[config.mk]
export PLATFORM = sky130hd
export DESIGN_NAME = ciphered_meter_frame_splitter_unit
export DESIGN_NICKNAME = d
export VERILOG_FILES = /design/src/sv/cmfs_pkg.sv /design/src/sv/cmfs_classify.sv /design/src/sv/ciphered_meter_frame_splitter_unit.sv
export SDC_FILE = /design/constraint.sdc
export NUM_CORES = 1
export LEC_CHECK = 0
export ABC_CLOCK_PERIOD_IN_PS = 4400
export BUFFER_PORTS_ARGS = -buffer_cell sky130_fd_sc_hd__buf_4
export CAP_MARGIN = 20
export CORE_ASPECT_RATIO = 0.5
export CORE_UTILIZATION = 55
export CTS_CLUSTER_DIAMETER = 50
export DETAILED_ROUTE_END_ITERATION = 6
export PLACE_DENSITY = 0.77
export SLEW_MARGIN = 0
export SYNTH_ARGS = -nofsm -noshare
export SYNTH_HDL_FRONTEND = slang
export SYNTH_HIERARCHICAL = 1
export SYNTH_SLANG_ARGS = --single-unit
[constraint.sdc]
create_clock -name i_clk -period 4.4 [get_ports i_clk]
set_input_delay 0.44 -clock i_clk [delete_from_list [all_inputs] [get_ports i_clk]]
set_output_delay 0.44 -clock i_clk [all_outputs]
set_load 0.05 [all_outputs]
[src/sv/cmfs_pkg.sv]
package cmfs_pkg;

    localparam int BYTE_W   = 8;
    localparam int KIND_W   = 3;
    localparam int POS_W    = 10;
    localparam int PLEN_W   = 10;
    localparam int STATUS_W = 2;

    localparam logic [BYTE_W-1:0] START_TAG_RESET = 8'hDB;

    localparam int NONCE_A_FIRST = 2;
    localparam int NONCE_A_LAST  = 9;
    localparam int LEN_HIGH_POS  = 11;
    localparam int LEN_LOW_POS   = 12;
    localparam int NONCE_B_FIRST = 14;
    localparam int NONCE_B_LAST  = 17;
    localparam int NONCE_B_SHIFT = 6;
    localparam int CIPHER_START  = 18;
    localparam int LENGTH_BIAS   = 17;
    localparam int TAG_BYTES     = 12;

    localparam logic [KIND_W-1:0] KIND_HEADER  = 3'd0;
    localparam logic [KIND_W-1:0] KIND_NONCE   = 3'd1;
    localparam logic [KIND_W-1:0] KIND_CIPHER  = 3'd2;
    localparam logic [KIND_W-1:0] KIND_TAG     = 3'd3;
    localparam logic [KIND_W-1:0] KIND_IGNORED = 3'd4;

    localparam logic [STATUS_W-1:0] STATUS_OK      = 2'd0;
    localparam logic [STATUS_W-1:0] STATUS_BAD_TAG = 2'd1;
    localparam logic [STATUS_W-1:0] STATUS_BAD_LEN = 2'd2;

    typedef struct packed {
        logic [BYTE_W-1:0]   byte_value;
        logic [KIND_W-1:0]   byte_kind;
        logic [POS_W-1:0]    field_position;
        logic [PLEN_W-1:0]   payload_length;
        logic [STATUS_W-1:0] status;
        logic                frame_last;
    } t_result;

endpackage

[src/sv/cmfs_classify.sv]
module cmfs_classify #(
    parameter int MAX_FRAME = 1024
) (
    input  logic [cmfs_pkg::BYTE_W-1:0]      i_rx_byte,
    input  logic                             i_frame_first,
    input  logic [cmfs_pkg::BYTE_W-1:0]      i_start_tag,
    input  logic [$clog2(MAX_FRAME+1)-1:0]   i_byte_count,
    input  logic [cmfs_pkg::BYTE_W-1:0]      i_length_high,
    input  logic [$clog2(MAX_FRAME)-1:0]     i_cipher_length,
    input  logic [cmfs_pkg::STATUS_W-1:0]    i_error_code,
    input  logic                             i_frame_open,
    input  logic                             i_length_seen,
    output logic [$clog2(MAX_FRAME+1)-1:0]   o_byte_count,
    output logic [cmfs_pkg::BYTE_W-1:0]      o_length_high,
    output logic [$clog2(MAX_FRAME)-1:0]     o_cipher_length,
    output logic [cmfs_pkg::STATUS_W-1:0]    o_error_code,
    output logic                             o_frame_open,
    output logic                             o_length_seen,
    output cmfs_pkg::t_result                o_result
);

    localparam int CW = $clog2(MAX_FRAME + 1);
    localparam int LW = $clog2(MAX_FRAME);

    logic [CW-1:0]                  cnt;
    logic [cmfs_pkg::BYTE_W-1:0]    lh;
    logic [LW-1:0]                  clen;
    logic [cmfs_pkg::STATUS_W-1:0]  err;
    logic                           seen;
    logic [15:0]                    idx;
    logic [15:0]                    max16;
    logic [15:0]                    tstart;
    logic [15:0]                    len_raw;
    logic [15:0]                    pos16;
    logic [15:0]                    plen16;
    logic [cmfs_pkg::KIND_W-1:0]    kind;
    logic                           last;
    logic                           in_frame;

    // a new telegram starts from cleared state
    assign cnt  = i_frame_first ? '0 : i_byte_count;
    assign lh   = i_frame_first ? '0 : i_length_high;
    assign clen = i_frame_first ? '0 : i_cipher_length;
    assign err  = i_frame_first ? cmfs_pkg::STATUS_OK : i_error_code;
    assign seen = i_frame_first ? 1'b0 : i_length_seen;
    assign o_frame_open = i_frame_first | i_frame_open;

    assign idx     = 16'(cnt);
    assign max16   = 16'(MAX_FRAME);
    assign tstart  = 16'(cmfs_pkg::CIPHER_START) + 16'(clen);
    assign len_raw = {lh, i_rx_byte} - 16'(cmfs_pkg::LENGTH_BIAS);
    assign in_frame = o_frame_open && (err == cmfs_pkg::STATUS_OK) && (idx < max16);

    always_comb begin
        kind            = cmfs_pkg::KIND_IGNORED;
        pos16           = '0;
        last            = 1'b0;
        o_error_code    = err;
        o_length_high   = lh;
        o_cipher_length = clen;
        o_length_seen   = seen;
        if (in_frame) begin
            if (idx == 16'd0) begin
                kind = cmfs_pkg::KIND_HEADER;
                if (i_rx_byte != i_start_tag) begin
                    o_error_code = cmfs_pkg::STATUS_BAD_TAG;
                end
            end else if (idx >= 16'(cmfs_pkg::NONCE_A_FIRST)
                         && idx <= 16'(cmfs_pkg::NONCE_A_LAST)) begin
                kind  = cmfs_pkg::KIND_NONCE;
                pos16 = idx - 16'(cmfs_pkg::NONCE_A_FIRST);
            end else if (idx >= 16'(cmfs_pkg::NONCE_B_FIRST)
                         && idx <= 16'(cmfs_pkg::NONCE_B_LAST)) begin
                kind  = cmfs_pkg::KIND_NONCE;
                pos16 = idx - 16'(cmfs_pkg::NONCE_B_SHIFT);
            end else if (idx < 16'(cmfs_pkg::CIPHER_START)) begin
                kind = cmfs_pkg::KIND_HEADER;
                if (idx == 16'(cmfs_pkg::LEN_HIGH_POS)) begin
                    o_length_high = i_rx_byte;
                end else if (idx == 16'(cmfs_pkg::LEN_LOW_POS)) begin
                    if (len_raw >= max16) begin
                        o_error_code    = cmfs_pkg::STATUS_BAD_LEN;
                        o_cipher_length = '0;
                    end else begin
                        o_cipher_length = len_raw[LW-1:0];
                        o_length_seen   = 1'b1;
                    end
                end
            end else if (idx < tstart) begin
                kind  = cmfs_pkg::KIND_CIPHER;
                pos16 = idx - 16'(cmfs_pkg::CIPHER_START);
            end else if (idx < tstart + 16'(cmfs_pkg::TAG_BYTES)) begin
                kind  = cmfs_pkg::KIND_TAG;
                pos16 = idx - tstart;
                last  = (idx == tstart + 16'(cmfs_pkg::TAG_BYTES - 1));
            end
        end
    end

    // saturate at the buffer size
    assign o_byte_count = (idx < max16) ? cnt + CW'(1) : cnt;

    assign plen16 = 16'(o_cipher_length);

    always_comb begin
        o_result.byte_value     = i_rx_byte;
        o_result.byte_kind      = kind;
        o_result.field_position = pos16[cmfs_pkg::POS_W-1:0];
        o_result.payload_length =
            (o_frame_open && o_length_seen && o_error_code == cmfs_pkg::STATUS_OK)
            ? plen16[cmfs_pkg::PLEN_W-1:0] : '0;
        o_result.status         = o_frame_open ? o_error_code : cmfs_pkg::STATUS_OK;
        o_result.frame_last     = last;
    end

endmodule

[src/sv/ciphered_meter_frame_splitter_unit.sv]
// Ciphered meter frame splitter.
// Input channel: one telegram byte per word (i_rx_byte) with i_frame_first
// marking byte 0 of a telegram; a word is taken when i_in_valid is high and
// o_in_stall is low. Output channel: one labelled word per input word
// (byte value, kind, field position, ciphertext length, status, last-tag
// flag); taken when o_out_valid is high and i_out_stall is low.
// Configuration: i_cfg_wr_en writes the required start tag from
// i_cfg_wr_data; write only while the block is idle.
// A taken word passes an input register, the classifier and the result
// register before it is presented at the output. Throughput: one word per
// cycle while the receiver does not stall, set by the single classifier
// pass on the per-telegram counters.
// Reset clears both stages, all telegram state and loads start tag 0xDB.
// When the receiver stalls, the result register holds its word, the input
// register keeps one more word, then o_in_stall rises until the output
// moves again.
module ciphered_meter_frame_splitter_unit #(
    parameter int MAX_FRAME = 1024
) (
    input  logic                            i_clk,
    input  logic                            i_rst_n,
    input  logic                            i_cfg_wr_en,
    input  logic [cmfs_pkg::BYTE_W-1:0]     i_cfg_wr_data,
    input  logic                            i_in_valid,
    output logic                            o_in_stall,
    input  logic [cmfs_pkg::BYTE_W-1:0]     i_rx_byte,
    input  logic                            i_frame_first,
    output logic                            o_out_valid,
    input  logic                            i_out_stall,
    output logic [cmfs_pkg::BYTE_W-1:0]     o_byte_value,
    output logic [cmfs_pkg::KIND_W-1:0]     o_byte_kind,
    output logic [cmfs_pkg::POS_W-1:0]      o_field_position,
    output logic [cmfs_pkg::PLEN_W-1:0]     o_payload_length,
    output logic [cmfs_pkg::STATUS_W-1:0]   o_status,
    output logic                            o_frame_last
);

    localparam int CW = $clog2(MAX_FRAME + 1);
    localparam int LW = $clog2(MAX_FRAME);

    logic [cmfs_pkg::BYTE_W-1:0]    r_start_tag;
    logic                           r_in_valid;
    logic [cmfs_pkg::BYTE_W-1:0]    r_rx_byte;
    logic                           r_frame_first;
    logic [CW-1:0]                  r_byte_count;
    logic [cmfs_pkg::BYTE_W-1:0]    r_length_high;
    logic [LW-1:0]                  r_cipher_length;
    logic [cmfs_pkg::STATUS_W-1:0]  r_error_code;
    logic                           r_frame_open;
    logic                           r_length_seen;
    logic                           r_out_valid;
    cmfs_pkg::t_result              r_result;

    logic [CW-1:0]                  n_byte_count;
    logic [cmfs_pkg::BYTE_W-1:0]    n_length_high;
    logic [LW-1:0]                  n_cipher_length;
    logic [cmfs_pkg::STATUS_W-1:0]  n_error_code;
    logic                           n_frame_open;
    logic                           n_length_seen;
    cmfs_pkg::t_result              n_result;

    logic advance;
    logic in_take;

    assign advance    = r_in_valid && (!r_out_valid || !i_out_stall);
    assign o_in_stall = r_in_valid && !advance;
    assign in_take    = i_in_valid && !o_in_stall;

    cmfs_classify #(
        .MAX_FRAME (MAX_FRAME)
    ) u_classify (
        .i_rx_byte       (r_rx_byte),
        .i_frame_first   (r_frame_first),
        .i_start_tag     (r_start_tag),
        .i_byte_count    (r_byte_count),
        .i_length_high   (r_length_high),
        .i_cipher_length (r_cipher_length),
        .i_error_code    (r_error_code),
        .i_frame_open    (r_frame_open),
        .i_length_seen   (r_length_seen),
        .o_byte_count    (n_byte_count),
        .o_length_high   (n_length_high),
        .o_cipher_length (n_cipher_length),
        .o_error_code    (n_error_code),
        .o_frame_open    (n_frame_open),
        .o_length_seen   (n_length_seen),
        .o_result        (n_result)
    );

    always_ff @(posedge i_clk) begin
        if (!i_rst_n) begin
            r_start_tag <= cmfs_pkg::START_TAG_RESET;
        end else if (i_cfg_wr_en) begin
            r_start_tag <= i_cfg_wr_data;
        end
    end

    // input register
    always_ff @(posedge i_clk) begin
        if (!i_rst_n) begin
            r_in_valid <= 1'b0;
        end else if (in_take) begin
            r_in_valid <= 1'b1;
        end else if (advance) begin
            r_in_valid <= 1'b0;
        end
    end

    always_ff @(posedge i_clk) begin
        if (in_take) begin
            r_rx_byte     <= i_rx_byte;
            r_frame_first <= i_frame_first;
        end
    end

    // telegram state advances with each classified word
    always_ff @(posedge i_clk) begin
        if (!i_rst_n) begin
            r_byte_count    <= '0;
            r_length_high   <= '0;
            r_cipher_length <= '0;
            r_error_code    <= cmfs_pkg::STATUS_OK;
            r_frame_open    <= 1'b0;
            r_length_seen   <= 1'b0;
        end else if (advance) begin
            r_byte_count    <= n_byte_count;
            r_length_high   <= n_length_high;
            r_cipher_length <= n_cipher_length;
            r_error_code    <= n_error_code;
            r_frame_open    <= n_frame_open;
            r_length_seen   <= n_length_seen;
        end
    end

    // result register
    always_ff @(posedge i_clk) begin
        if (!i_rst_n) begin
            r_out_valid <= 1'b0;
        end else if (advance) begin
            r_out_valid <= 1'b1;
        end else if (!i_out_stall) begin
            r_out_valid <= 1'b0;
        end
    end

    always_ff @(posedge i_clk) begin
        if (advance) begin
            r_result <= n_result;
        end
    end

    assign o_out_valid      = r_out_valid;
    assign o_byte_value     = r_result.byte_value;
    assign o_byte_kind      = r_result.byte_kind;
    assign o_field_position = r_result.field_position;
    assign o_payload_length = r_result.payload_length;
    assign o_status         = r_result.status;
    assign o_frame_last     = r_result.frame_last;

    a_last_is_tag: assert property (@(posedge i_clk) disable iff (!i_rst_n)
        (o_out_valid && o_frame_last) |-> (o_byte_kind == cmfs_pkg::KIND_TAG))
        else $error("frame_last on a word that is not an auth tag byte");

    a_pos_zero: assert property (@(posedge i_clk) disable iff (!i_rst_n)
        (o_out_valid && (o_byte_kind == cmfs_pkg::KIND_HEADER
                         || o_byte_kind == cmfs_pkg::KIND_IGNORED))
        |-> (o_field_position == '0))
        else $error("header or ignored word carries a field position");

    a_err_no_len: assert property (@(posedge i_clk) disable iff (!i_rst_n)
        (o_out_valid && o_status != cmfs_pkg::STATUS_OK) |-> (o_payload_length == '0))
        else $error("length reported alongside an error status");

    a_err_ignores: assert property (@(posedge i_clk) disable iff (!i_rst_n)
        (advance && !r_frame_first && r_error_code != cmfs_pkg::STATUS_OK)
        |=> (r_result.byte_kind == cmfs_pkg::KIND_IGNORED))
        else $error("word classified after a telegram error");

    a_count_cap: assert property (@(posedge i_clk) disable iff (!i_rst_n)
        1'b1 |-> (32'(r_byte_count) <= MAX_FRAME))
        else $error("byte counter beyond buffer size");

endmodule

# Yosys cells after proc, flatten, opt, wreduce, memory -nomap -nowiden
# Index checks and enable logic that the tools add are counted.
[op_classes] addsub=9 magnitude_cmp=9 n_eq_ne=5 muxes=52 bitwise_logic=3 reduce_logical=21
[op_table] cell="$mux W10" n=14
[op_table] cell="$mux W8" n=7
[op_table] cell="$add A11 B4 Y12 const B" n=2
[op_table] cell="$eq A11 B4 Y1 const B" n=2
[op_table] cell="$mux W11" n=2
[op_table] cell="$mux W2" n=10
[op_table] cell="$mux W3" n=6
[op_table] cell="$eq A11 B16 Y1" n=1
[op_table] cell="$ge A16 B11 Y1 const B" n=1
[op_table] cell="$logic_not A16 Y1" n=1
[op_table] cell="$lt A11 B16 Y1" n=1
[op_table] cell="$sub A16 B5 Y16 const B" n=1
[op_table] cell="$mux W1" n=13
[op_table] cell="$add A11 B1 Y11 const B" n=1
[op_table] cell="$add A5 B10 Y11 const A" n=1
[op_table] cell="$ge A11 B2 Y1 const B" n=1
[op_table] cell="$ge A11 B4 Y1 const B" n=1
[op_table] cell="$le A11 B4 Y1 const B" n=1
[op_table] cell="$le A11 B5 Y1 const B" n=1
[op_table] cell="$lt A11 B11 Y1" n=1
[op_table] cell="$lt A11 B11 Y1 const B" n=1
[op_table] cell="$lt A11 B5 Y1 const B" n=1
[op_table] cell="$sub A10 B10 Y10" n=1
[op_table] cell="$sub A10 B2 Y10 const B" n=1
[op_table] cell="14 further kinds" n=27
[word_totals] reg_bits=86 inputBits=22 output_inout_bits=36 elab_cells=118

# Longest topological paths before layout
# Gate-level depths: netlist of run 1.
[depth] depth_word=13 mapped_depth=23 mapped_depth_nobuf=18

# Cells and area by module
# The synthesis of run 1 kept the hierarchy.
[by_module_without_submodules] module="cmfs_classify" n_inst=1 cells_each=531 area_per_inst_um2=3563.4
[by_module_without_submodules] module="ciphered_meter_frame_splitter_unit" n_inst=1 cells_each=220 area_per_inst_um2=3007.9

# Worst setup path after synthesis of run 1
# No wires, ideal clock.
[synth_timing] kind="register to register" from="reg r_frame_first" to="reg r_result (netlist bit o_frame_last), data pin" setup_time_ns=0.127 t_arrival_ns=4.479 required_time_ns=4.273 setup_slack_ns=-0.206 stages_incl_launch_ff=21 path_buffers=6 synth_period_minus_slack_ns=4.606 path_cell_list="edfxtp_1 buf_6 buf_2 buf_2 buf_1 nor2b_1 ha_1 buf_6 a21o_2 mux2i_4 or2_2 a21oi_1 nand2_1 xnor2_1 ha_1 a2111oi_0 a31oi_1 nor2_1 nand3b_1 a2111oi_4 buf_4"
[synth_via] elab_chain_len=6
[synth_lines] element="start, declared" line="ciphered_meter_frame_splitter_unit.sv:44" rtl="logic r_frame_first;"
[synth_lines] element="start signal, assigned" line="ciphered_meter_frame_splitter_unit.sv:112" rtl="r_frame_first <= i_frame_first;"
[synth_lines] element="$mux W10 or $mux W2 (tied branches)" line="cmfs_classify.sv:43, cmfs_classify.sv:44"
[synth_lines] element="$add A5 B10 Y11 or $logic_not A2 Y1 (tied branches)" line="cmfs_classify.sv:50, cmfs_classify.sv:52"
[synth_lines] element="$add A11 B4 Y12 or $logic_and A1 B1 Y1 (tied branches)" line="cmfs_classify.sv:92, cmfs_classify.sv:52"
[synth_lines] element="$lt A11 B16 Y1 or $logic_and A1 B1 Y1 (tied branches)" line="cmfs_classify.sv:92, cmfs_classify.sv:52"
[synth_lines] element="$not A1 Y1 (no source line)"
[synth_lines] element="$reduce_or A7 Y1 (no source line)"
[synth_lines] element="end signal, assigned" line="ciphered_meter_frame_splitter_unit.sv:148" rtl="r_result <= n_result;"
[synth_lines] element="end, declared" line="ciphered_meter_frame_splitter_unit.sv:52" rtl="cmfs_pkg::t_result r_result;"
# Several ways; a longest one is shown, not always the timed one.
# A chain may end at the register's enable or synchronous reset.

# Final worst setup path of run 1
# Same ends and word-level chain as after synthesis.

==> metrics, run 1 <==
outcome=complete, no violations; Initial DRC Count=562; first-pass GRT wire length=28000 um; Compound-Gate Fraction of Synth Area=17.3%; Syn Nets=808; Crit Path Class=flop to flop; area grow syn2layout=11.4%; CORE AREA=11300 um2; DR vias/cell=6.04; Layout Nets=840; Synth Area in XOR/XNOR=7.75%; Max Used Layer=met4; M1 WL=7530 um; Worst EP arrival=4.29 ns; total clock sinks=86; count of input and output buffers=57; most frequent cells after synthesis=139 x nand2_1, 43 x dfxtp_1, 43 x edfxtp_1, 43 x mux2i_1; max-slew violations=0; Post-synth EDFFs=43; post-synthesis simple-gate area fraction=21.2%; HP Class=primary input to flop; Crit. End Element=flop; Vias=5722; ratio of cells with drive above 1 in the final layout=15.4%; initial core utilization=58.1%; number of global-route vias before repair=5440; GRT Total Usage=29.3%; FFs w/ async S/R, synth=0%; Post-Route Utilization=64.7%; PwrDens=264 nW/um2; post-synthesis mux area share=7.46%; Detail Route met3 WL=1490 um; Fin Setup TNS=0 ns; DRC errors left=0; Max-Cap Viols=0; Slew headroom=29.9%; final WL=17400 um; Max FO, Critical Path=7; total grt overflow=0; worst-skew pair later-pin latency=0.34 ns; # diodes=0; met2 WL=8050 um; dominant synthesized flop cell=edfxtp_1; footprint of the multi-input gates=4000 um2; Resized Gates After CTS=0; leakage=2.85 nW; cells after synthesis=751; CTS tree=done; worst slew pin tran=1.05 ns; Worst path max stage delay=0.57 ns; Synth Register Bits=86; leading area contributor after synthesis=edfxtp_1; share of the synthesized area in the top cell type=19.6%; Critical Path, Cell by Cell=inv_1 -> nand2_1 -> inv_1 -> ha_1 -> a21o_2 -> mux2i_4 -> or2_2 -> nor2_1 -> nand2_1 -> xnor2_1 -> ha_1 -> a2111oi_0 -> a31oi_2 -> nor2_2 -> nand3b_1 -> a2111oi_4; Peak Freq=242 MHz; Ys Warns=6; hold_buf cts=0; Yosys cell types=84; Die Y=79.3 um; Synth area leaders=edfxtp_1 20%, dfxtp_1 13%, nand2_1 7.9%, mux2i_1 6.5%, ha_1 6.5%; RSZ-0062 raised after global routing=false; Fin. Hold Viols=0; antenna viol nets, final=0; clk buf depth=2; register area=2150 um2; CTS Root Cell=clkbuf_16; initial antenna violation count=0; clk_skew=0.00993 ns; Startpoint Class=flop; row count=27; die width=157 um; Final Wtd Congestion=0.983; Fillers=949; H-tree Lvls=3; TritonCTS Buffers=9; fin crit period=4.13 ns; adder and majority cell fraction of the synthesized area=6.78%; die area=12400 um2; Ports=58; DR WL/cell=18.4 um; Seq/Total Area, Yosys=32.7%; WP data required=4.56 ns; hpwl dp=12500 um; Mean Syn Cell Area=8.75 um2; Peak VDD IR=208 uV; largest family of logic cells by synthesized area=simple AND/OR/NAND/NOR gates; largest net degree at the start of global routing=77; count leader, synth=nand2_1; Post-CTS Setup Bufs=0; Crit-path slowest cell=a2111oi_0; endpoints failing setup=0; Post-Syn Area=6570 um2; clk slew on worst S/H paths=0.07 ns; drt first pass iters=5; Final Cycle Share=93.8%
[through the flow]
step	power, mW	cells	hold slack [ns]	area [um2]	setup WS [ns]
finish	1.93	947	0.268	7320	0.274
global route	1.99	947	0.260	7320	0.000140
CTS	1.95	947	0.266	7310	0.306
detailed placement	1.10	931	0.466	6980	0.319
global placement	1.09	931	0.452	6980	0.489
floorplan	1.05	751	0.431	6580	0.0201
[path summary, 6_finish.rpt]
path | startpoint | to | slack, ns | depth (start not counted)
worst max-delay path | r_frame_first | o_frame_last | 0.27 | 16
worst min-delay path | i_rx_byte[7] | r_rx_byte[7] | 0.27 | 1
worst max register to register | r_frame_first | o_frame_last | 0.27 | 16
worst min register to register | r_error_code[0] | r_error_code[0] | 0.48 | 2
[where the power goes]
part           leakage [nW]  internal (mW)  switching (mW)
clock                 0.159          0.507           0.345
combinational          1.93         0.0673           0.128
sequential            0.766          0.866          0.0216
total                  2.85           1.44           0.494
[state kept, by name, indices dropped and copies added (netlist names), 2 cells and up]
| signal | flops |
|---|---|
| o_status | 2 |
| r_start_tag | 8 |
| r_length_high | 8 |
| r_rx_byte | 8 |
| o_field_position | 10 |
| r_error_code | 2 |
| o_byte_kind | 3 |
| r_byte_count | 11 |
| o_payload_length | 10 |
| r_cipher_length | 10 |
| o_byte_value | 8 |
[worst max-delay path, delay by kind of cell (launching register included)]
| kind | cells | cell delay [ns] |
|---|---|---|
| multiplexers | 1 | 0.20 |
| buffers and inverters | 2 | 0.18 |
| AND/OR/NAND/NOR | 6 | 1.25 |
| flip-flops | 1 | 0.42 |
| adder cells (fa/ha/maj) | 2 | 0.42 |
| AO/OA/AOI/OAI | 4 | 1.35 |
| XOR/XNOR | 1 | 0.14 |
[layer usage]
layer	up-vias	track usage, %
met1	2709	38.3
met3	37	6.82
met5	-	0
li1	2720	-
met4	0	9.41
met2	256	47.9
[placed cells by master, fill, tap and decap left out, drive strengths merged, types with 4 or more instances in the layout]
cell type / synthesis / routed
nor4: 10 / 10
o21ai: 42 / 42
nor3: 19 / 19
a211o: 5 / 5
dfxtp: 43 / 43
o22ai: 5 / 5
xnor2: 34 / 34
or2: 4 / 4
xor2: 22 / 22
o21a: 4 / 4
ha: 34 / 34
inv: 30 / 33
edfxtp: 43 / 43
nand4: 10 / 10
nand2: 139 / 139
nor2: 42 / 42
buf: 37 / 69
nand2b: 6 / 6
mux2i: 44 / 44
nor2b: 21 / 21
o32ai: 6 / 6
and2b: 4 / 4
a21o: 8 / 8
a21boi: 5 / 5
a31oi: 12 / 12
nand3: 12 / 12
clkbuf: 11 / 9
and2: 4 / 4
a211oi: 6 / 6
a21oi: 41 / 41
[layout make-up]
cell class | instances | area share [%]
Clock inverter | 7 | 1.44
Tap cell | 159 | 2.72
Inverter | 30 | 1.54
Sequential cell | 86 | 29.4
Multi-Input combinational cell | 587 | 54.6
Clock buffer | 9 | 3.08
Timing Repair Buffer | 69 | 7.25
[kinds of logic after synthesis]
logic type,after synthesis
multiplexers,47
AO/OA/AOI/OAI,163
flip-flops,86
buffers and inverters,78
XOR/XNOR,56
AND/OR/NAND/NOR,286
adder cells (fa/ha/maj),35
Power figures use the tool's default switching activity.
==> run 2: changes to the inputs <==
--- a/config.mk
+++ b/config.mk
@@ -5,14 +5,14 @@
 export SDC_FILE = /design/constraint.sdc
 export NUM_CORES = 1
 export LEC_CHECK = 0
-export ABC_CLOCK_PERIOD_IN_PS = 4400
+export ABC_CLOCK_PERIOD_IN_PS = 4200
 export BUFFER_PORTS_ARGS = -buffer_cell sky130_fd_sc_hd__buf_4
 export CAP_MARGIN = 20
 export CORE_ASPECT_RATIO = 0.5
-export CORE_UTILIZATION = 55
+export CORE_UTILIZATION = 60
 export CTS_CLUSTER_DIAMETER = 50
 export DETAILED_ROUTE_END_ITERATION = 6
-export PLACE_DENSITY = 0.77
+export PLACE_DENSITY = 0.8
 export SLEW_MARGIN = 0
 export SYNTH_ARGS = -nofsm -noshare
 export SYNTH_HDL_FRONTEND = slang
==> constraint.sdc (replaced) <==
create_clock -name i_clk -period 4.2 [get_ports i_clk]
set_input_delay 0.42 -clock i_clk [delete_from_list [all_inputs] [get_ports i_clk]]
set_output_delay 0.42 -clock i_clk [all_outputs]
set_load 0.05 [all_outputs]
==> run 2 against run 1 <==
The flow now finishes with violations (design-rule violations). Clock power shrank 11%. Highest routed layer unchanged. Routed wire length fell by 3.3%. Critical path depth is 1 lower. Total power down 2.5%. Sequential power increased by 4.6%. Maximum frequency is 3.3% higher. Largest power group unchanged. Critical endpoint is now o_field_position[0]. First-iteration DRC count is 22% higher. Critical path type unchanged. Global-route usage is 1.2 points higher. Hold slack worse by 0.022 ns.
==> metrics, run 2 (synthesis results as in run 1) <==
DRC errors left=10 (+10); drt first pass iters=7 (+2); PwrDens=259 nW/um2 (-1.8%); Crit Path Class=flop to flop; clk_skew=0.0115 ns (+0.00161 ns); Post-CTS Setup Bufs=0 (unchanged); largest net degree at the start of global routing=77 (unchanged); leakage=2.84 nW (-0.51%); row count=26 (-3.7%); first-pass GRT wire length=27100 um (-3.4%); die area=11400 um2 (-8.2%); endpoints failing setup=0 (unchanged); die width=150 um (-4.2%); Crit. End Element=flop; DR WL/cell=18.2 um (-1.4%); total grt overflow=0 (unchanged); H-tree Lvls=3 (unchanged); clk buf depth=2 (unchanged); Slew headroom=33.5% (+3.6 points); Post-Place Worst Slack=0.245 ns (-0.0743 ns); hold_buf cts=0 (unchanged); initial antenna violation count=1 (+1); HP Class=primary input to flop; violated checks=design-rule violations; Vias=5787 (+1.1%); antenna viol nets, final=0 (unchanged); count of input and output buffers=57 (unchanged); Clock Power Share=40.0% (-4.0 points); worst slew pin tran=0.997 ns (-0.0538 ns); Max FO, Critical Path=8 (+1); TritonCTS Buffers=9 (unchanged); largest register by flop count=r_byte_count; Worst EP arrival=4.06 ns (-0.23 ns); internal power=1.38 mW (-4.1%); Post-Route Utilization=69.8% (+5.1 points); WP data required=4.27 ns (-0.29 ns); Startpoint Class=flop; Fin. Hold Viols=0 (unchanged); Fin Setup TNS=0 ns (unchanged); hpwl dp=12000 um (-3.8%); worst-skew pair later-pin latency=0.35 ns (about the same); Initial DRC Count=688 (+22%); Layout Cells excl Fill=929 (-1.9%); Final Cycle Share=95.1% (+1.3 points); most frequent cells in the layout=139 x nand2_1, 70 x buf_4, 43 x mux2i_1, 43 x edfxtp_1, 43 x dfxtp_1; ratio of cells with drive above 1 in the final layout=15.6% (+0.23 points); # diodes=0 (unchanged); Post-Place Cells=913 (-1.9%); CTS tree=done; CORE AREA=10400 um2 (-8.0%); CTS Root Cell=clkbuf_16; Final Wtd Congestion=1.03 (+4.6%); Peak Freq=250 MHz (+3.3%); Ports=58 (unchanged); Max-Cap Viols=0 (unchanged); Setup WS post-layout=0.206 ns (-0.0674 ns); max-slew violations=0 (unchanged); number of global-route vias before repair=5351 (-1.6%); Sw Share=26.8% (+1.2 points); Reg power frac=49.3% (+3.4 points); Layout Nets=841 (+0.12%); total clock sinks=86 (unchanged); GRT Total Usage=30.4% (+1.2 points); clk slew on worst S/H paths=0.07 ns (about the same); DR vias/cell=6.23 (+3.1%); initial core utilization=63.1% (+5.1 points); area grow syn2layout=10.6%; most common cell after layout, fill and taps aside=nand2_1; P_sw=505 uW (+2.1%); outcome=complete, but fails checks; Die Y=76 um (-4.1%); Peak VDD IR=234 uV (+13%); max reg flops=11 (unchanged); RSZ-0062 raised after global routing=false; fin crit period=3.99 ns (-0.133 ns); final WL=16900 um (-3.3%); Gate power share=10.8% (+0.7 points)
==> run 2: changes by cell type in the layout (fill, tap and decap cells not counted), sizes merged <==
| cell | change |
|---|---|
| buf | +1 |
| bufinv | -2 |
| clkbuf | +1 |
| clkinv | +2 |
| inv | -1 |
==> run 2: layout make-up <==
type                    count  area (um2)
well taps                 140         175
fillers                   833        3140
clock buffers              10         229
clock inverters             6        43.8
flip-flops and latches     86        2150
inverters                  30         113
repair buffers             70         526
multi-input cells         587        4030
==> run 2: repair_timing <==
item,in CTS,in global routing
setup endpoints to repair,0,1
gates resized for setup,0,1
hold endpoints to repair,0,0
==> run 2: worst paths after layout <==
check                start                   to  slack [ns]  cells after the start
max          r_frame_first  o_field_position[0]        0.21                     15
min           i_rx_byte[0]         r_rx_byte[0]        0.25                      1
max reg2reg  r_frame_first  o_field_position[0]        0.21                     15
min reg2reg   r_frame_open         r_frame_open        0.47                      2
==> run 2: per-stage QoR <==
step | power (mW) | instance area, um2 | hold WS (ns)
final | 1.89 | 7270 | 0.246
after global routing | 1.94 | 7270 | 0.237
after CTS | 1.89 | 7270 | 0.241
after detailed placement | 1.15 | 6990 | 0.464
after global placement | 1.14 | 6990 | 0.453
after floorplan | 1.10 | 6630 | 0.431
==> run 2: power by group through the flow <==
stage	clock network [mW]	registers (mW)	logic (mW)
final	0.754	0.929	0.203
after global routing	0.795	0.932	0.216
after CTS	0.760	0.929	0.201
after detailed placement	0	0.947	0.200
after global placement	0	0.947	0.198
after floorplan	0	0.984	0.113
==> run 2: worst max-delay path, stage by stage (launching register included) <==
cell and delay [ns]:
edfxtp_1 0.42, inv_1 0.09, nand2_1 0.11, inv_1 0.11
ha_1 0.36, a21oi_1 0.13, or3_1 0.34, a21oi_2 0.27
inv_1 0.13, ha_1 0.36, nand3_1 0.12, a211oi_1 0.33
o32a_1 0.40, a21oi_1 0.11, o21ai_0 0.32, a21oi_1 0.12
==> run 2: per-layer routing <==
metal  routed length (um)  GRT usage [%]  vias to the layer above
met5                    0              0                        -
met4                  312           9.70                        0
met3                 1540           6.89                       37
met2                 7730           48.5                      299
met1                 7280           41.0                     2737
li1                     -              -                     2714
